## config.mk

```make
export PLATFORM = sky130hd
export DESIGN_NAME = frpm_fifo
export DESIGN_NICKNAME = d
export VERILOG_FILES = /design/src/frpm_pkg.sv /design/src/frpm_fifo.sv
export SDC_FILE = /design/constraint.sdc
export NUM_CORES = 1
export LEC_CHECK = 0
export BUFFER_PORTS_ARGS = -buffer_cell sky130_fd_sc_hd__buf_4
export CORE_MARGIN = 3
export CORE_UTILIZATION = 45
export CTS_BUF_LIST = sky130_fd_sc_hd__clkbuf_4 sky130_fd_sc_hd__clkbuf_8
export DETAILED_ROUTE_END_ITERATION = 10
export PLACE_DENSITY_LB_ADDON = 0.3
export RECOVER_POWER = 25
export REMOVE_ABC_BUFFERS = 1
export SETUP_SLACK_MARGIN = 0.2
export SLEW_MARGIN = 20
export SYNTH_ARGS = -nofsm -noshare
export SYNTH_HDL_FRONTEND = slang
export SYNTH_SLANG_ARGS = --single-unit
export TNS_END_PERCENT = 100
```

## constraint.sdc

```tcl
create_clock -name clk -period 3.19 [get_ports clk]
set_input_delay 0.319 -clock clk [delete_from_list [all_inputs] [get_ports clk]]
set_output_delay 0.319 -clock clk [all_outputs]
set_load 0.01 [all_outputs]
```

## src/frpm_pkg.sv

```systemverilog
// Package for the letterbox point-to-source mapper.
// Holds register indexes, the fit selection code and the queue status type.
// No dependencies.
`timescale 1ns / 1ps

package frpm_pkg;

    localparam int CFG_IDX_BITS = 3;

    localparam logic [CFG_IDX_BITS-1:0] REG_SOURCE_WIDTH    = 3'd0;
    localparam logic [CFG_IDX_BITS-1:0] REG_SOURCE_HEIGHT   = 3'd1;
    localparam logic [CFG_IDX_BITS-1:0] REG_VIEWPORT_WIDTH  = 3'd2;
    localparam logic [CFG_IDX_BITS-1:0] REG_VIEWPORT_HEIGHT = 3'd3;
    localparam logic [CFG_IDX_BITS-1:0] REG_FIT_MODE        = 3'd4;

    localparam int FIFO_DEPTH    = 4;
    localparam int FIFO_PTR_BITS = 2;

    // Which display axis is fitted to the viewport; the other axis is derived by division.
    typedef enum logic [1:0] {
        FIT_NONE = 2'd0,
        FIT_X    = 2'd1,
        FIT_Y    = 2'd2
    } fit_sel_t;

    typedef struct packed {
        logic full;
        logic empty;
    } fifo_stat_t;

endpackage

```

## src/frpm_fifo.sv

```systemverilog
// Small queue between the classifying front and the mapping back.
// Depends on frpm_pkg for depth and status type.
`timescale 1ns / 1ps

module frpm_fifo #(
    parameter int WIDTH = 53
) (
    input  logic                clk,
    input  logic                rst_n,
    input  logic                push,
    input  logic [WIDTH-1:0]    din,
    output logic                out_valid,
    output logic [WIDTH-1:0]    dout,
    output frpm_pkg::fifo_stat_t stat
);

    localparam int PB = frpm_pkg::FIFO_PTR_BITS;

    logic [WIDTH-1:0] mem [frpm_pkg::FIFO_DEPTH];
    logic [PB-1:0]    wptr_reg;
    logic [PB-1:0]    rptr_reg;
    logic [PB:0]      count_reg;
    logic [PB:0]      count_next;
    logic             valid_reg;
    logic [WIDTH-1:0] dout_reg;
    logic             pop;

    // The back side never stalls, so any stored entry leaves at once.
    assign pop        = (count_reg != '0);
    assign count_next = count_reg + {{PB{1'b0}}, push} - {{PB{1'b0}}, pop};

    always_ff @(posedge clk or negedge rst_n)
    begin
        if (!rst_n)
        begin
            wptr_reg  <= '0;
            rptr_reg  <= '0;
            count_reg <= '0;
            valid_reg <= 1'b0;
        end
        else
        begin
            if (push)
            begin
                wptr_reg <= wptr_reg + 1'b1;
            end
            if (pop)
            begin
                rptr_reg <= rptr_reg + 1'b1;
            end
            count_reg <= count_next;
            valid_reg <= pop;
        end
    end

    always_ff @(posedge clk)
    begin
        if (push)
        begin
            mem[wptr_reg] <= din;
        end
        dout_reg <= mem[rptr_reg];
    end

    assign out_valid  = valid_reg;
    assign dout       = dout_reg;
    assign stat.full  = (count_reg == (PB+1)'(frpm_pkg::FIFO_DEPTH));
    assign stat.empty = (count_reg == '0);

endmodule

```

==> impl_metrics.yaml <==
status:
  status: "finished clean"
clock_network:
  cts_tree: "done"
  post_cts_buffers: 0
  cts_root_buffer: "clkbuf_8"
  cts.clk_slew.worst_paths_ps: 60
  clock_path_buffers: 3
  numClockSinks: 273
  clk_latency_ps: 520
  cts_resized: 0
  cts_buffers: 43
  cts_hold_buffers: 55
  htreeDepth: 2
drt:
  initialDrtViolationCount: 184
  postRouteAntennaNets: 0
  drc: 0
  dr.pass1.iters: 4
  vias: 4189
  wl_per_cell_um: 17.8
  drt-total-wl_um: 15400
  vias_per_cell: 4.84
sta:
  fin_tns_setup_ps: 0
  fmax_mhz: 476
  final.min_clock_period_ps: 2100
  fin_crit_sh_pct: 65.9
  fin_skew_ps: 11.1
  hold_viol: 0
  worst_pin_slew_ps: 837
  slew_headroom_pct: 44.2
  drv_slew: 0
  layout_setup_ws_ps: 1090
  setup_violations: 0
  rsz0062_at_grt: "no"
global_route:
  antenna_found_initial: 0
  grt_util_all_layers_pct: 14.2
  grt_max_degree: 54
  grt_pass1_vias: 4587
  grt_pass1_wl_um: 24100
  grt_overflow: 0
pwr:
  p_clk_share_pct: 27.7
  powerDensity_nw_per_um2: 917
  p_sw_w: 0.00274
  swShare_pct: 25.8
  irDropWorstVdd_uv: 827
  seqPwrFrac_pct: 49.5
  p_comb_share_pct: 22.8
  p_leak_nw: 4.11
  p_int_w: 0.00788
synthesis:
  synth_area_leaders: "edfxtp_1 (69%), mux4_2 (12%), dfxtp_1 (12%)"
  synth_top_cell_area_share_pct: 69.2
  netlist-cell-type-count: 19
  synthCells: 366
  ys.flop_type: "edfxtp_1"
  ys_async_sr_fraction_pct: 2.93
  synth_seq_area_share_pct: 82.9
  avgSynthCellArea_sq_um: 25.1
  synth-edff-count: 212
  yosys-top-cells-count: "edfxtp_1 (212), dfxtp_1 (53), mux4_2 (48)"
  synthesis.area_sq_um: 9200
  yosysWarnings: 0
  synth_top_area_cell: "edfxtp_1"
  yosysMostFrequentCell: "edfxtp_1"
  synth-seq-cells: 273
worst_setup_path:
  arrival_ps: 2550
  r2r_end: "count_reg[2]"
  r2r.worst_path.cells: 7
  reg2reg_from: "count_reg[1]"
  path_cells: "or3_1 -> ha_1 -> inv_1 -> ha_1 -> fa_1 -> xnor2_1 -> xnor2_1"
  cp-start-kind: "register"
  startpoint: "count_reg[1]"
  crit_slowest_cell: "or3_1"
  critical_path.max_fanout: 3
  r2r_setup_slack_ps: 1090
  worstSetupPathType: "register to register"
  endpoint_kind: "register"
  cp-endpoint: "count_reg[2]"
  max_stage_delay_ps: 420
  worstPathRequired_ps: 3640
floorplanning:
  initial_core_util_pct: 46.5
  num_rows: 51
  core_sq_um: 19800
  io-pin-count: 112
  dieArea_sq_um: 22200
  die_w_um: 149
  die_height_um: 149
place:
  hpwl_um: 8450
  dp.cells: 732
  post-place-ws_ps: 1080
  place.gp.congestion: 0.667
  portBuffers: 111
min_path:
  hold_path_class: "input port to async pin"
finish:
  largest_reg_flops: 212
  n_antenna_cell: 0
  stdcell_count: 866
  final_core_utilization_pct: 58.6
  syn2layout_area_growth_pct: 25.9
  nets: 630
  drive_gt1_share_pct: 34.3
job:
  maxCapViolations: 0
[worst min-delay path by stage]
| stage | start | to | slack (ps) | depth (start not counted) |
|---|---|---|---|---|
| final | rst_n | count_reg[0] | 250 | 2 |
| after global routing | rst_n | rptr_reg[1] | 250 | 2 |
| after CTS | rst_n | rptr_reg[1] | 110 | 2 |
| after detailed placement | rst_n | wptr_reg[1] | 140 | 1 |
| after global placement | rst_n | wptr_reg[0] | 140 | 1 |
| after floorplan | rst_n | count_reg[0] | 20 | 0 |
[cell families (layout without fill, tap and decap cells)]
logic type,after synthesis,in the layout,synth area share [%]
AOI/OAI and AO/OA,2,2,0.136
DFF,273,273,82.9
adders and majority gates,7,7,1.03
xor gates and xnor gates,5,5,0.476
muxes,53,53,13.2
buffers and inverters,19,254,1.82
and+or+nand+nor,7,7,0.449
[layout make-up]
class	count	area (sq um)
Fill cell	1529	8200
Sequential cell	273	7630
Multi-Input combinational cell	74	1420
Timing Repair Buffer	168	1280
Clock buffer	74	875
Tap cell	265	332
Inverter	7	26.3
Clock inverter	5	21.3
[power groups by stage]
stage                     sequential (W)  clock, W  combinational (W)
final                            0.00525   0.00295            0.00242
after floorplan                  0.00551         0            0.00115
after CTS                        0.00528   0.00304            0.00252
after global placement           0.00532         0            0.00241
after detailed placement         0.00535         0            0.00247
after global routing             0.00536   0.00320            0.00264
[metrics by stage]
| stage | total power, W | hold WS (ps) | instance area, sq um |
|---|---|---|---|
| 4_1_cts | 0.0108 | 105 | 11700 |
| 5_1_grt | 0.0112 | 248 | 11600 |
| 6_report | 0.0106 | 250 | 11600 |
| 3_3_place_gp | 0.00773 | 137 | 10300 |
| 3_5_place_dp | 0.00781 | 143 | 10300 |
| 2_1_floorplan | 0.00667 | 23.4 | 9060 |
[layer usage]
layer  part of all wire, %  track usage [%]  vias to the layer above  routed length [um]
met1                    44             18.9                     2143                6730
met2                    49             22.7                      115                7560
met3                   5.8             4.41                       25                 897
li1                      -                -                     1906                   -
met5                     0                0                        -                   0
met4                   1.7             4.85                        0                 258
[critical path: cells and delay by family (launching register included)]
kind	cells	cell delay, ps
adders and majority gates	3	840
and+or+nand+nor	1	420
DFF	1	400
buffers and inverters	1	40
xor gates and xnor gates	2	330
[placed cells by master, fill, tap and decap left out, drive strengths merged]
| cell | synthesis | layout |
|---|---|---|
| and2 | 4 | 4 |
| ha | 6 | 6 |
| nand2 | 1 | 1 |
| clkinv | 0 | 5 |
| xnor2 | 4 | 4 |
| xor2 | 1 | 1 |
| o31ai | 1 | 1 |
| fa | 1 | 1 |
| inv | 7 | 7 |
| or3 | 1 | 1 |
| o21ai | 1 | 1 |
| dlygate4sd3 | 0 | 55 |
| buf | 12 | 76 |
| mux4 | 53 | 53 |
| dfxtp | 53 | 53 |
| edfxtp | 212 | 212 |
| dfrtp | 8 | 8 |
| and3 | 1 | 1 |
| clkbuf | 0 | 111 |
No activity file was read; power rests on OpenSTA's default activity.
