--- src/frpm_div.sv ---
// Pipelined restoring divider, one quotient bit per stage.
// Carries a payload alongside each transfer. Uses no package items.
`timescale 1ns / 1ps

module frpm_div #(
    parameter int DW = 28,
    parameter int VW = 14,
    parameter int QW = 13,
    parameter int PW = 1
) (
    input  logic          clk,
    input  logic          rst_n,
    input  logic          in_valid,
    input  logic [DW-1:0] in_dividend,
    input  logic [VW-1:0] in_divisor,
    input  logic [PW-1:0] in_payload,
    output logic          out_valid,
    output logic [QW-1:0] out_quotient,
    output logic [PW-1:0] out_payload
);

    logic          vld_reg [QW];
    logic [DW-1:0] rem_reg [QW];
    logic [VW-1:0] dvs_reg [QW];
    logic [QW-1:0] quo_reg [QW];
    logic [PW-1:0] pay_reg [QW];

    genvar k;
    generate
        for (k = 0; k < QW; k++)
        begin : g_stage
            localparam int B = QW - 1 - k;
            logic          vld_in;
            logic [DW-1:0] rem_in;
            logic [VW-1:0] dvs_in;
            logic [QW-1:0] quo_in;
            logic [PW-1:0] pay_in;
            logic [DW-1:0] shifted;
            logic          ge;

            if (k == 0)
            begin : g_first
                assign vld_in = in_valid;
                assign rem_in = in_dividend;
                assign dvs_in = in_divisor;
                assign quo_in = '0;
                assign pay_in = in_payload;
            end
            else
            begin : g_next
                assign vld_in = vld_reg[k-1];
                assign rem_in = rem_reg[k-1];
                assign dvs_in = dvs_reg[k-1];
                assign quo_in = quo_reg[k-1];
                assign pay_in = pay_reg[k-1];
            end

            assign shifted = {{(DW-VW){1'b0}}, dvs_in} << B;
            assign ge      = (rem_in >= shifted);

            always_ff @(posedge clk or negedge rst_n)
            begin
                if (!rst_n)
                begin
                    vld_reg[k] <= 1'b0;
                end
                else
                begin
                    vld_reg[k] <= vld_in;
                end
            end

            always_ff @(posedge clk)
            begin
                rem_reg[k] <= ge ? (rem_in - shifted) : rem_in;
                dvs_reg[k] <= dvs_in;
                quo_reg[k] <= quo_in | ({{(QW-1){1'b0}}, ge} << B);
                pay_reg[k] <= pay_in;
            end
        end
    endgenerate

    assign out_valid    = vld_reg[QW-1];
    assign out_quotient = quo_reg[QW-1];
    assign out_payload  = pay_reg[QW-1];

endmodule

--- src/frpm_back.sv ---
// Back part: scales the in-rectangle offset back to source coordinates.
// Depends on frpm_div.
`timescale 1ns / 1ps

module frpm_back #(
    parameter int DIM_BITS = 13
) (
    input  logic                clk,
    input  logic                rst_n,
    input  logic                in_valid,
    input  logic [4*DIM_BITS:0] entry,
    input  logic [DIM_BITS-1:0] source_width,
    input  logic [DIM_BITS-1:0] source_height,
    output logic                done,
    output logic                hit,
    output logic [DIM_BITS-1:0] src_x,
    output logic [DIM_BITS-1:0] src_y
);

    localparam int D  = DIM_BITS;
    localparam int DW = 2*D + 2;

    logic         e_hit;
    logic [D-1:0] e_rx;
    logic [D-1:0] e_ry;
    logic [D-1:0] e_tw;
    logic [D-1:0] e_th;
    logic [D-1:0] smx;
    logic [D-1:0] smy;

    assign e_hit = entry[4*D];
    assign e_rx  = entry[4*D-1 -: D];
    assign e_ry  = entry[3*D-1 -: D];
    assign e_tw  = entry[2*D-1 -: D];
    assign e_th  = entry[D-1:0];
    assign smx   = source_width - 1'b1;
    assign smy   = source_height - 1'b1;

    logic           v1_reg;
    logic           hit1_reg;
    logic [2*D-1:0] prx_reg;
    logic [2*D-1:0] pry_reg;
    logic [D-1:0]   dmx_reg;
    logic [D-1:0]   dmy_reg;

    always_ff @(posedge clk or negedge rst_n)
    begin
        if (!rst_n)
        begin
            v1_reg <= 1'b0;
        end
        else
        begin
            v1_reg <= in_valid;
        end
    end

    always_ff @(posedge clk)
    begin
        hit1_reg <= e_hit;
        prx_reg  <= {{D{1'b0}}, e_rx} * {{D{1'b0}}, smx};
        pry_reg  <= {{D{1'b0}}, e_ry} * {{D{1'b0}}, smy};
        dmx_reg  <= (e_tw > {{(D-1){1'b0}}, 1'b1}) ? (e_tw - 1'b1) : {{(D-1){1'b0}}, 1'b1};
        dmy_reg  <= (e_th > {{(D-1){1'b0}}, 1'b1}) ? (e_th - 1'b1) : {{(D-1){1'b0}}, 1'b1};
    end

    logic         qx_valid;
    logic         qy_valid;
    logic [D-1:0] qx;
    logic [D-1:0] qy;
    logic         hx;
    logic         hy;

    frpm_div #(
        .DW (DW),
        .VW (D + 1),
        .QW (D),
        .PW (1)
    ) u_div_x (
        .clk          (clk),
        .rst_n        (rst_n),
        .in_valid     (v1_reg),
        .in_dividend  ({1'b0, prx_reg, 1'b0} + {{(D+2){1'b0}}, dmx_reg}),
        .in_divisor   ({dmx_reg, 1'b0}),
        .in_payload   (hit1_reg),
        .out_valid    (qx_valid),
        .out_quotient (qx),
        .out_payload  (hx)
    );

    frpm_div #(
        .DW (DW),
        .VW (D + 1),
        .QW (D),
        .PW (1)
    ) u_div_y (
        .clk          (clk),
        .rst_n        (rst_n),
        .in_valid     (v1_reg),
        .in_dividend  ({1'b0, pry_reg, 1'b0} + {{(D+2){1'b0}}, dmy_reg}),
        .in_divisor   ({dmy_reg, 1'b0}),
        .in_payload   (hit1_reg),
        .out_valid    (qy_valid),
        .out_quotient (qy),
        .out_payload  (hy)
    );

    logic         done_reg;
    logic         hit_reg;
    logic [D-1:0] sx_reg;
    logic [D-1:0] sy_reg;
    logic         hit_o;

    assign hit_o = hx && hy;

    always_ff @(posedge clk or negedge rst_n)
    begin
        if (!rst_n)
        begin
            done_reg <= 1'b0;
        end
        else
        begin
            done_reg <= qx_valid && qy_valid;
        end
    end

    always_ff @(posedge clk)
    begin
        hit_reg <= hit_o;
        sx_reg  <= !hit_o ? '0 : ((qx > smx) ? smx : qx);
        sy_reg  <= !hit_o ? '0 : ((qy > smy) ? smy : qy);
    end

    assign done  = done_reg;
    assign hit   = hit_reg;
    assign src_x = sx_reg;
    assign src_y = sy_reg;

endmodule
--- config.mk ---
export PLATFORM = sky130hd
export DESIGN_NAME = frpm_back
export DESIGN_NICKNAME = d
export VERILOG_FILES = /design/src/frpm_div.sv /design/src/frpm_back.sv
export SDC_FILE = /design/constraint.sdc
export NUM_CORES = 2
export LEC_CHECK = 0
export ABC_AREA = 1
export ABC_CLOCK_PERIOD_IN_PS = 9700
export BUFFER_PORTS_ARGS = -buffer_cell sky130_fd_sc_hd__buf_2
export CAP_MARGIN = 20
export CORE_MARGIN = 5
export CORE_UTILIZATION = 45
export CTS_CLUSTER_DIAMETER = 100
export DETAILED_ROUTE_END_ITERATION = 8
export GPL_ROUTABILITY_DRIVEN = 0
export MAX_ROUTING_LAYER = met4
export PLACE_DENSITY_LB_ADDON = 0.3
export RECOVER_POWER = 25
export REMOVE_ABC_BUFFERS = 1
export SETUP_SLACK_MARGIN = 0.02
export SYNTH_ARGS = -nofsm -noshare
export SYNTH_HDL_FRONTEND = slang
export SYNTH_SLANG_ARGS = --single-unit
--- constraint.sdc ---
create_clock -name clk -period 9.7 [get_ports clk]
set_input_delay 0.97 -clock clk [delete_from_list [all_inputs] [get_ports clk]]
set_output_delay 0.97 -clock clk [all_outputs]
set_load 0.02 [all_outputs]
==> results.md <==
- Final nets: 9271
- Final min period: roughly 6.5 ns
- Multi-input gate area: 0.0354 mm^2
- Post-cts repair resize count: 0
- Finish-stage setup viols: 0
- FF+latch count, synth: ~1.3k
- Clk pin slew, worst setup/hold paths: 0.06 ns
- Worst-Margin Slew: between 0.9 and 1 ns
- Worst R2R Setup Slack: slightly above 5 ns
- Synth async-reset ratio: under 10%
- RSZ-0062 raised after global routing: no
- Post-Syn Instances: around 8.2k
- ANT nets after route: 0
- Clk_skew: about 0.029 ns
- R2r startpoint: dmx_reg[1]$_SDFF_PP0_
- Cell accounting for the most synthesized area: dfxtp_1
- Starting Density: around 45%
- CP endpoint kind: flop
- Total wire length: roughly 160000 um
- Max VDD drop: 246 uV
- # IOs: 110
- Max_cap viols: 0
- Logic pwr share: around half
- Die Span Y: just under 400 um
- Final period util: 67.0%
- CTS Sinks: around 1.3k
- Reg power frac: 31.8%
- Synthesized cell area: about 0.067 mm^2
- Vias in the first global route: 52.0k
- Pwr dens: 364 mW/mm^2
- Status: finished clean
- Synthesis Warnings: 0
- Slowest CP cell: fa_1
- Critical Path Most Common Cell: inv_1
- Clk root buf: clkbuf_16
- # DRC: 0
- Buf/Inv on CP: 8
- Avg Inst Size Synth: 8.11 um^2
- Worst r2r path cells: 26
- Top-area cell type share of the netlist area: 37.8%
- Rel. slew slack: between 30% and 40%
- Distinct cells, synth: 67
- Maximum clock path buffer count: 3
- Setup Fix Bufs, Post-CTS: 0
- HP Class: input port to asynchronous set/reset pin
- Htree depth: 4
- Post-synthesis sequential area ratio: 38.3%
- Sw power: 11.6 mW
- Crit path kind: input port to flop
- Vias per cell: 5.03
- Setup ws final: around 3.2 ns
- Hold Buf Count CTS: 0
- First-pass GRT wire length: about 260000 um
- Core area: 0.148 mm^2
- Crit Path Max Fanout: 14
- P_leak: around 36 nW
- Die area: 0.156 mm^2
- Grt ovf: 0
- WP data arrival: 7.16 ns
- Total track usage: 20.5%
- Synth Flop Type: dfxtp_1
- Die width: between 300 and 400 um
- Clk Latency, worst-skew pair: 0.78 ns
- Port-buffer cells: 109
- TritonCTS Buffers: between 100 and 150
- Pint: between 15 and 20 mW
- Setup WS pre-CTS: 2.50 ns
- TritonCTS clock tree: done
- First DRT Iteration DRCs: about 3.6k
- R2R Path End: u_div_x.rem_reg[0][23]$_DFF_P_
- Fmax: approximately 150 MHz
- CP peak stage delay: approximately 0.55 ns
- Top cell family by delay on the critical path: adder cells
- Maximum number of pins on one net before global-route repair: 33
- Initial DRT Pass Iterations: 6
- Fill cells: between 10k and 15k
- Area grow syn2layout: 10.4%
- Req. time, crit path: about 10 ns
- Post-synth top cells: nand2_1 (1536), inv_1 (1371), dfxtp_1 (1261)
- Synth area leaders: dfxtp_1 (38%), ha_1 (10%), nand2_1 (8.6%)
- Dpl hpwl: approximately 130000 um
- Slew Limit Fails: 0
- Antenna violations before repair: 5
- Seq. cell area: ~0.026 mm^2
- Startpoint Class: input port
- Wire per inst: between 15 and 20 um
- Clock power share: 19.0%
- Final Hold Fails: 0
- Post-synth EDFFs: 0
- Final setup TNS: 0 ns
- Switching share of power: between 40% and 50%
- Vias: between 50k and 60k
- Most common cell in the netlist: nand2_1
- Row count: about 140
- Tot Pwr: 26.9 mW
- Layout cells sized above 1: between 6 and 7%
## per-layer routing
metal	GRT usage (%)	wire length (um)
met5	-	0
met2	32.6	70900
met1	26.2	70900
met4	7.94	5980
met3	3.59	9350
## kinds of logic after synthesis
family,count (synthesis),share of synthesized area [%]
AND/OR/NAND/NOR,3014,19.2
buffers and inverters,1499,8.70
flip-flops,1276,38.3
AO/OA/AOI/OAI,1237,10.3
adder cells (fa/ha/maj),802,18.0
XOR/XNOR,417,5.49
## worst register-to-register path: cells and delay by family, from the launching register on
family                     cells  cell delay [ns]
and+or+nand+nor               12             1.75
adders and majority gates      3             1.02
AOI/OAI and AO/OA              3             0.52
xor gates and xnor gates       1             0.18
buffers and inverters          7             0.65
DFF                            1             0.41
## how the worst max path moves through the flow
stage	startpoint	end	slack, ns	cells past startpoint
after global placement	source_height[0]	pry_reg[25]$_DFF_P_	2.55	28
after global routing	source_height[0]	pry_reg[25]$_DFF_P_	2.84	28
after detailed placement	source_height[0]	pry_reg[25]$_DFF_P_	2.50	28
final	source_height[0]	pry_reg[25]$_DFF_P_	3.20	28
after floorplan	source_height[0]	pry_reg[25]$_DFF_P_	3.46	27
after CTS	source_height[0]	pry_reg[25]$_DFF_P_	3.35	28
## layout make-up
| cell class | instances | share of cell area, % |
|---|---|---|
| Multi-Input combinational cell | 5470 | 48.0 |
| Sequential cell | 1276 | 34.7 |
| Inverter | 1393 | 7.09 |
| Clock buffer | 175 | 5.04 |
| Tap cell | 1930 | 3.27 |
| Clock inverter | 59 | 1.11 |
| Timing Repair Buffer | 113 | 0.777 |
| Antenna cell | 1 | 0.00339 |
## power by group through the flow
stage / sequential (mW) / combinational, mW / clock, mW
after global placement: 8.61 / 12.9 / 0
after CTS: 8.54 / 13.2 / 5.27
after floorplan: 8.13 / 10.2 / 0
final: 8.55 / 13.2 / 5.12
after global routing: 8.76 / 15.1 / 5.51
after detailed placement: 8.64 / 13.1 / 0
## metrics by stage
stage / utilization, % / area, um^2 / cells / hold WS (ns)
2_1_floorplan: - / 66200 / 8139 / 0.310
3_3_place_gp: 46.9 / 69200 / 10182 / 0.310
3_5_place_dp: 46.9 / 69200 / 10182 / 0.312
4_1_cts: 50.0 / 73800 / 10416 / 0.0466
5_1_grt: 50.0 / 73800 / 10416 / 0.272
6_report: 50.0 / 73800 / 10417 / 0.257
## layout by cell type, fill, tap and decap left out, drive strengths merged, types with 2 or more instances in the layout
| cell type | n |
|---|---|
| nor3 | 111 |
| clkinvlp | 7 |
| a31oi | 38 |
| and3 | 3 |
| a21boi | 18 |
| o221ai | 2 |
| a21oi | 497 |
| nor4 | 75 |
| dfrtp | 15 |
| o311ai | 3 |
| o21ai | 531 |
| o211ai | 25 |
| buf | 111 |
| nand2 | 1559 |
| nor3b | 5 |
| dfxtp | 1261 |
| o21a | 22 |
| clkbuf | 177 |
| nand3 | 258 |
| inv | 1401 |
| a211oi | 10 |
| o211a | 3 |
| or2 | 75 |
| bufinv | 8 |
| nor2 | 790 |
| a21o | 41 |
| xnor2 | 200 |
| nand3b | 24 |
| o2111ai | 16 |
| nand4 | 107 |
| fa | 268 |
| and2 | 5 |
| xor2 | 217 |
| a2111oi | 4 |
| clkinv | 36 |
| o21bai | 20 |
| ha | 534 |
| o31ai | 4 |
(Power assumes the default switching activity.)
