<file path="config.mk">
export PLATFORM = sky130hd
export DESIGN_NAME = frpm_front
export DESIGN_NICKNAME = d
export VERILOG_FILES = /design/src/frpm_pkg.sv /design/src/frpm_div.sv /design/src/frpm_front.sv
export SDC_FILE = /design/constraint.sdc
export NUM_CORES = 2
export LEC_CHECK = 0
export BUFFER_PORTS_ARGS = -buffer_cell sky130_fd_sc_hd__buf_2
export CORE_ASPECT_RATIO = 1.75
export CORE_UTILIZATION = 49
export DETAILED_ROUTE_END_ITERATION = 8
export GPL_TIMING_DRIVEN = 0
export PLACE_DENSITY = 0.76
export SLEW_MARGIN = 20
export SYNTH_ARGS = -nofsm -noshare
export SYNTH_HDL_FRONTEND = slang
export SYNTH_SLANG_ARGS = --single-unit
</file>
<file path="constraint.sdc">
create_clock -name clk -period 9.85 [get_ports clk]
set_input_delay 0.4925 -clock clk [delete_from_list [all_inputs] [get_ports clk]]
set_output_delay 0.4925 -clock clk [all_outputs]
set_load 0.005 [all_outputs]
</file>
<file path="src/frpm_pkg.sv">
// Package for the letterbox point-to-source mapper.
// Holds register indexes, the fit selection code and the queue status type.
// No dependencies.
`timescale 1ns / 1ps

package frpm_pkg;

    localparam int CFG_IDX_BITS = 3;

    localparam logic [CFG_IDX_BITS-1:0] REG_SOURCE_WIDTH    = 3'd0;
    localparam logic [CFG_IDX_BITS-1:0] REG_SOURCE_HEIGHT   = 3'd1;
    localparam logic [CFG_IDX_BITS-1:0] REG_VIEWPORT_WIDTH  = 3'd2;
    localparam logic [CFG_IDX_BITS-1:0] REG_VIEWPORT_HEIGHT = 3'd3;
    localparam logic [CFG_IDX_BITS-1:0] REG_FIT_MODE        = 3'd4;

    localparam int FIFO_DEPTH    = 4;
    localparam int FIFO_PTR_BITS = 2;

    // Which display axis is fitted to the viewport; the other axis is derived by division.
    typedef enum logic [1:0] {
        FIT_NONE = 2'd0,
        FIT_X    = 2'd1,
        FIT_Y    = 2'd2
    } fit_sel_t;

    typedef struct packed {
        logic full;
        logic empty;
    } fifo_stat_t;

endpackage

</file>
<file path="src/frpm_div.sv">
// Pipelined restoring divider, one quotient bit per stage.
// Carries a payload alongside each transfer. Uses no package items.
`timescale 1ns / 1ps

module frpm_div #(
    parameter int DW = 28,
    parameter int VW = 14,
    parameter int QW = 13,
    parameter int PW = 1
) (
    input  logic          clk,
    input  logic          rst_n,
    input  logic          in_valid,
    input  logic [DW-1:0] in_dividend,
    input  logic [VW-1:0] in_divisor,
    input  logic [PW-1:0] in_payload,
    output logic          out_valid,
    output logic [QW-1:0] out_quotient,
    output logic [PW-1:0] out_payload
);

    logic          vld_reg [QW];
    logic [DW-1:0] rem_reg [QW];
    logic [VW-1:0] dvs_reg [QW];
    logic [QW-1:0] quo_reg [QW];
    logic [PW-1:0] pay_reg [QW];

    genvar k;
    generate
        for (k = 0; k < QW; k++)
        begin : g_stage
            localparam int B = QW - 1 - k;
            logic          vld_in;
            logic [DW-1:0] rem_in;
            logic [VW-1:0] dvs_in;
            logic [QW-1:0] quo_in;
            logic [PW-1:0] pay_in;
            logic [DW-1:0] shifted;
            logic          ge;

            if (k == 0)
            begin : g_first
                assign vld_in = in_valid;
                assign rem_in = in_dividend;
                assign dvs_in = in_divisor;
                assign quo_in = '0;
                assign pay_in = in_payload;
            end
            else
            begin : g_next
                assign vld_in = vld_reg[k-1];
                assign rem_in = rem_reg[k-1];
                assign dvs_in = dvs_reg[k-1];
                assign quo_in = quo_reg[k-1];
                assign pay_in = pay_reg[k-1];
            end

            assign shifted = {{(DW-VW){1'b0}}, dvs_in} << B;
            assign ge      = (rem_in >= shifted);

            always_ff @(posedge clk or negedge rst_n)
            begin
                if (!rst_n)
                begin
                    vld_reg[k] <= 1'b0;
                end
                else
                begin
                    vld_reg[k] <= vld_in;
                end
            end

            always_ff @(posedge clk)
            begin
                rem_reg[k] <= ge ? (rem_in - shifted) : rem_in;
                dvs_reg[k] <= dvs_in;
                quo_reg[k] <= quo_in | ({{(QW-1){1'b0}}, ge} << B);
                pay_reg[k] <= pay_in;
            end
        end
    endgenerate

    assign out_valid    = vld_reg[QW-1];
    assign out_quotient = quo_reg[QW-1];
    assign out_payload  = pay_reg[QW-1];

endmodule

</file>
<file path="src/frpm_front.sv">
// Front part: accepts points, derives the display rectangle and classifies hits.
// Depends on frpm_pkg and frpm_div.
`timescale 1ns / 1ps

module frpm_front #(
    parameter int DIM_BITS = 13
) (
    input  logic                       clk,
    input  logic                       rst_n,
    input  logic                       accept,
    input  logic signed [DIM_BITS+1:0] view_x,
    input  logic signed [DIM_BITS+1:0] view_y,
    input  logic [DIM_BITS-1:0]        source_width,
    input  logic [DIM_BITS-1:0]        source_height,
    input  logic [DIM_BITS-1:0]        viewport_width,
    input  logic [DIM_BITS-1:0]        viewport_height,
    input  logic                       fit_en,
    output logic                       push,
    output logic [4*DIM_BITS:0]        entry
);

    localparam int D  = DIM_BITS;
    localparam int DW = 2*D + 2;
    localparam int PW = 2 + 2*(D + 2);

    logic                 v1_reg;
    logic signed [D+1:0]  px1_reg;
    logic signed [D+1:0]  py1_reg;
    logic [2*D-1:0]       pa_reg;
    logic [2*D-1:0]       pb_reg;

    always_ff @(posedge clk or negedge rst_n)
    begin
        if (!rst_n)
        begin
            v1_reg <= 1'b0;
        end
        else
        begin
            v1_reg <= accept;
        end
    end

    // vw*sh and vh*sw serve both the axis choice and the divider numerator.
    always_ff @(posedge clk)
    begin
        px1_reg <= view_x;
        py1_reg <= view_y;
        pa_reg  <= {{D{1'b0}}, viewport_width} * {{D{1'b0}}, source_height};
        pb_reg  <= {{D{1'b0}}, viewport_height} * {{D{1'b0}}, source_width};
    end

    frpm_pkg::fit_sel_t sel;
    logic [DW-1:0]      dvd;
    logic [D:0]         dvs;

    always_comb
    begin
        sel = frpm_pkg::FIT_NONE;
        dvd = '0;
        dvs = '0;
        if (fit_en)
        begin
            if (pa_reg <= pb_reg)
            begin
                if (viewport_width < source_width)
                begin
                    sel = frpm_pkg::FIT_X;
                    dvd = {1'b0, pa_reg, 1'b0} + {{(D+2){1'b0}}, source_width};
                    dvs = {source_width, 1'b0};
                end
            end
            else if (viewport_height < source_height)
            begin
                sel = frpm_pkg::FIT_Y;
                dvd = {1'b0, pb_reg, 1'b0} + {{(D+2){1'b0}}, source_height};
                dvs = {source_height, 1'b0};
            end
        end
    end

    logic          dv_valid;
    logic [D-1:0]  dv_q;
    logic [PW-1:0] dv_pay;

    frpm_div #(
        .DW (DW),
        .VW (D + 1),
        .QW (D),
        .PW (PW)
    ) u_geom_div (
        .clk          (clk),
        .rst_n        (rst_n),
        .in_valid     (v1_reg),
        .in_dividend  (dvd),
        .in_divisor   (dvs),
        .in_payload   ({sel, px1_reg, py1_reg}),
        .out_valid    (dv_valid),
        .out_quotient (dv_q),
        .out_payload  (dv_pay)
    );

    frpm_pkg::fit_sel_t  sel_o;
    logic signed [D+1:0] px_o;
    logic signed [D+1:0] py_o;
    logic [D-1:0]        tw;
    logic [D-1:0]        th;
    logic signed [D:0]   dx;
    logic signed [D:0]   dy;
    logic signed [D:0]   left;
    logic signed [D:0]   top;
    logic signed [D+2:0] rx;
    logic signed [D+2:0] ry;
    logic                sizes_ok;
    logic                in_rect;

    assign sel_o = frpm_pkg::fit_sel_t'(dv_pay[PW-1 -: 2]);
    assign px_o  = dv_pay[2*(D+2)-1 -: D+2];
    assign py_o  = dv_pay[D+1:0];

    always_comb
    begin
        case (sel_o)
            frpm_pkg::FIT_X:
            begin
                tw = viewport_width;
                th = dv_q;
            end
            frpm_pkg::FIT_Y:
            begin
                tw = dv_q;
                th = viewport_height;
            end
            default:
            begin
                tw = source_width;
                th = source_height;
            end
        endcase
    end

    // Offsets are halved with truncation toward zero.
    assign dx   = $signed({1'b0, viewport_width}) - $signed({1'b0, tw});
    assign dy   = $signed({1'b0, viewport_height}) - $signed({1'b0, th});
    assign left = (dx + $signed({{D{1'b0}}, dx[D]})) >>> 1;
    assign top  = (dy + $signed({{D{1'b0}}, dy[D]})) >>> 1;
    assign rx   = $signed({px_o[D+1], px_o}) - $signed({{2{left[D]}}, left});
    assign ry   = $signed({py_o[D+1], py_o}) - $signed({{2{top[D]}}, top});

    assign sizes_ok = (source_width != '0) && (source_height != '0) &&
                      (viewport_width != '0) && (viewport_height != '0) &&
                      (tw != '0) && (th != '0);
    assign in_rect  = !rx[D+2] && !ry[D+2] &&
                      ($unsigned(rx) < {3'b000, tw}) && ($unsigned(ry) < {3'b000, th});

    assign push  = dv_valid;
    assign entry = {sizes_ok && in_rect, rx[D-1:0], ry[D-1:0], tw, th};

endmodule

</file>
==> results.toml <==
[run_status]
outcome = "finished clean"

[route]
wl_per_cell_microns = 21.4
drtIter0Drc = 2433
vias_per_cell = 5.62
drc = 0
met3_length_microns = 11100
route.top_layer_used = "met5"
wl_microns = 149000
vias = 39326
first_pass_iters = 6
detail-route-antenna-nets = 0
wl_met2_microns = 74700
detail_route.wirelength.met1_microns = 47400

[yosys]
synthMostInstantiatedCell = "dfxtp_1"
synthTopCellsByArea = "dfxtp_1 41%, ha_1 11%, fa_1 10%"
synth_top_family_by_area = "adder cells"
synth_largest_area_cell = "dfxtp_1"
synth_top_cell_area_share = 0.413
async_flop_share = 0.0129
postSynthCellCount = 5279
synth_xor_area_frac = 0.0529
syn_avg_cell_area_sq_um = 9.82
synth-compound-area-share = 0.115
synthSimpleGateAreaFrac = 0.133
synthFlopType = "dfxtp_1"
synthAdderAreaFrac = 0.213
ys_ff_latch = 1083
yosysUniqueCellTypes = 97
synth_common_cells = "1069 x dfxtp_1, 633 x inv_1, 488 x nand2_1"
syn-num-nets = 6087
ys.warnings.count = 0
synth_edf_count = 0
synth_mux_area_frac = 0.00956
yosysSeqAreaShare = 0.420
synth_area_sq_mm = 0.0518

[worst_hold_path]
hold_path_class = "primary input to flop"

[worst_setup_path]
r2r_cells = 24
cp.depth = 35
r2r_start = "pb_reg[3]"
crit_buf_inv = 4
ff2ff_setup_slack_ps = 2700
endpoint_kind = "output port"
max_stage_delay_ps = 410
endpoint = "entry[52]"
critPathRequiredTime_ps = 9360
crit_fanout = 10
critPathLaunchType = "flop"
rr_endpoint = "u_geom_div.rem_reg[0][24]"
critPathKind = "flop to output port"
crit_family = "compound AO/OA/AOI/OAI gates"
crit_start = "u_geom_div.pay_reg[12][30]"
slowest_stage = "a221o_1"
cp.arrival_ps = 9020

[clock_tree]
cts_max_level = 3
numClockSinks = 1083
cts_tree = "yes"
cts_buffer_depth = 3
root_buffer = "clkbuf_16"
clk_pin_slew_ps = 70
clk_latency_ps = 720
cts-buffers-inserted = 92

[global_route]
grt_pass1_wl_microns = 228000
antenna_found_initial = 17
grt_use_total = 0.284
overflow = 0
grt_pass1_vias = 40794
grt_max_degree = 20

[placement]
place_inst = 6767
gp_congestion = 1.02
pre_cts_ws_ps = -1310
dp_hpwl_microns = 114000
io_buffer_count = 137

[finish]
finalNonFillerCells = 6995
largest_reg_flops = 416
area_delta_synth_final_pct = 12.7
drive_above_1_share = 0.0779
fin_nets = 6362

[timing]
timing.final.crit_share = 0.966
maxSlewViolCount = 0
worstMarginPinSlew_ps = 1150
hold_violations = 0
fin_worst_skew_ps = 43.2
fin_ws_ps = 336
period_needed_ps = 9510
fmax_ghz = 0.105
setup_violations = 0
maxSlewHeadroom = 0.227

[floorplanning]
die_height_microns = 432
coreArea_sq_mm = 0.105
fp.dieArea_sq_mm = 0.107
ios = 140
start_util = 0.495
num_rows = 157
fp.dieW_microns = 248

[job]
maxCapViolations = 0
[metal layers]
layer / up-vias / track usage
li1: 18229 / -
met1: 18774 / 0.261
met2: 1559 / 0.499
met3: 754 / 0.0755
met4: 10 / 0.266
met5: - / 0
[layout make-up]
type                    count  area [sq um]
multi-input cells        3432         27400
flip-flops and latches   1083         21800
clock buffers             123          2610
fillers                  8924         46300
well taps                1351          1690
diodes                     10          25.0
plain buffers             127           573
inverters                 637          2390
clock inverters            51           868
repair buffers            181          1100
[layout by cell type, fill, tap and decap left out, drive strengths merged, types with 61 or more instances in the layout]
master,instances
buf,169
a21o,100
nor3,107
inv,647
nor2,280
clkbuf,230
o21ai,245
nor4,62
ha,462
xor2,128
a21oi,250
and2,122
xnor2,185
nand3,61
fa,260
dfxtp,1069
nand2,488
[worst register-to-register path, cell delays in order, from the launching register on]
cell	delay, ps
dfxtp_1	370
inv_1	60
ha_1	300
a211oi_2	240
o22ai_1	130
nor4b_2	800
o311ai_1	290
o21ai_2	260
buf_4	240
clkbuf_1	380
clkbuf_1	390
a21oi_1	80
a21o_1	270
ha_1	320
clkbuf_1	240
nand3_1	190
nor4_1	650
a21boi_0	260
a31o_1	130
o2111ai_1	140
nor4_2	460
or4_1	200
buf_4	160
buf_12	160
mux2_4	320
[cells by family after synthesis]
| family | count (synthesis) |
|---|---|
| multiplexers | 44 |
| adder cells (fa/ha/maj) | 727 |
| buffers and inverters | 764 |
| AND/OR/NAND/NOR | 1422 |
| AO/OA/AOI/OAI | 926 |
| flip-flops | 1083 |
| XOR/XNOR | 313 |
[through the flow]
step | util | instance area (sq um) | TNS, ps | hold slack (ps)
after global routing | 0.558 | 58400 | -69.1 | 92.0
after CTS | 0.556 | 58200 | 0 | 58.3
after global placement | 0.518 | 54200 | -1230 | 310
after floorplan | - | 51800 | 0 | 197
final | 0.558 | 58400 | 0 | 112
after detailed placement | 0.518 | 54200 | -1310 | 312
[timing repair]
item / CTS / global route
hold buffers: 32 / 0
buffers inserted: 5 / 7
hold endpoints to repair: 45 / 0
setup endpoints to repair: 1 / 1
pin swaps: 9 / 17
gates resized for setup: 57 / 26
[worst min-delay path by stage]
| stage | from | to | slack [ps] | cells after the start |
|---|---|---|---|---|
| 2_1_floorplan | rst_n | u_geom_div.g_stage[10].vld_in | 200 | 0 |
| 3_3_place_gp | u_geom_div.pay_reg[9][8] | u_geom_div.pay_reg[10][8] | 310 | 0 |
| 3_5_place_dp | u_geom_div.pay_reg[1][18] | u_geom_div.pay_reg[2][18] | 310 | 0 |
| 4_1_cts | viewport_width[0] | pa_reg[0] | 60 | 2 |
| 5_1_grt | viewport_width[0] | pa_reg[0] | 90 | 2 |
| 6_report | viewport_width[0] | pa_reg[0] | 110 | 2 |
Power is not shown: default switching activity piles up to over one toggle a cycle in this logic, so the estimate is an artifact.
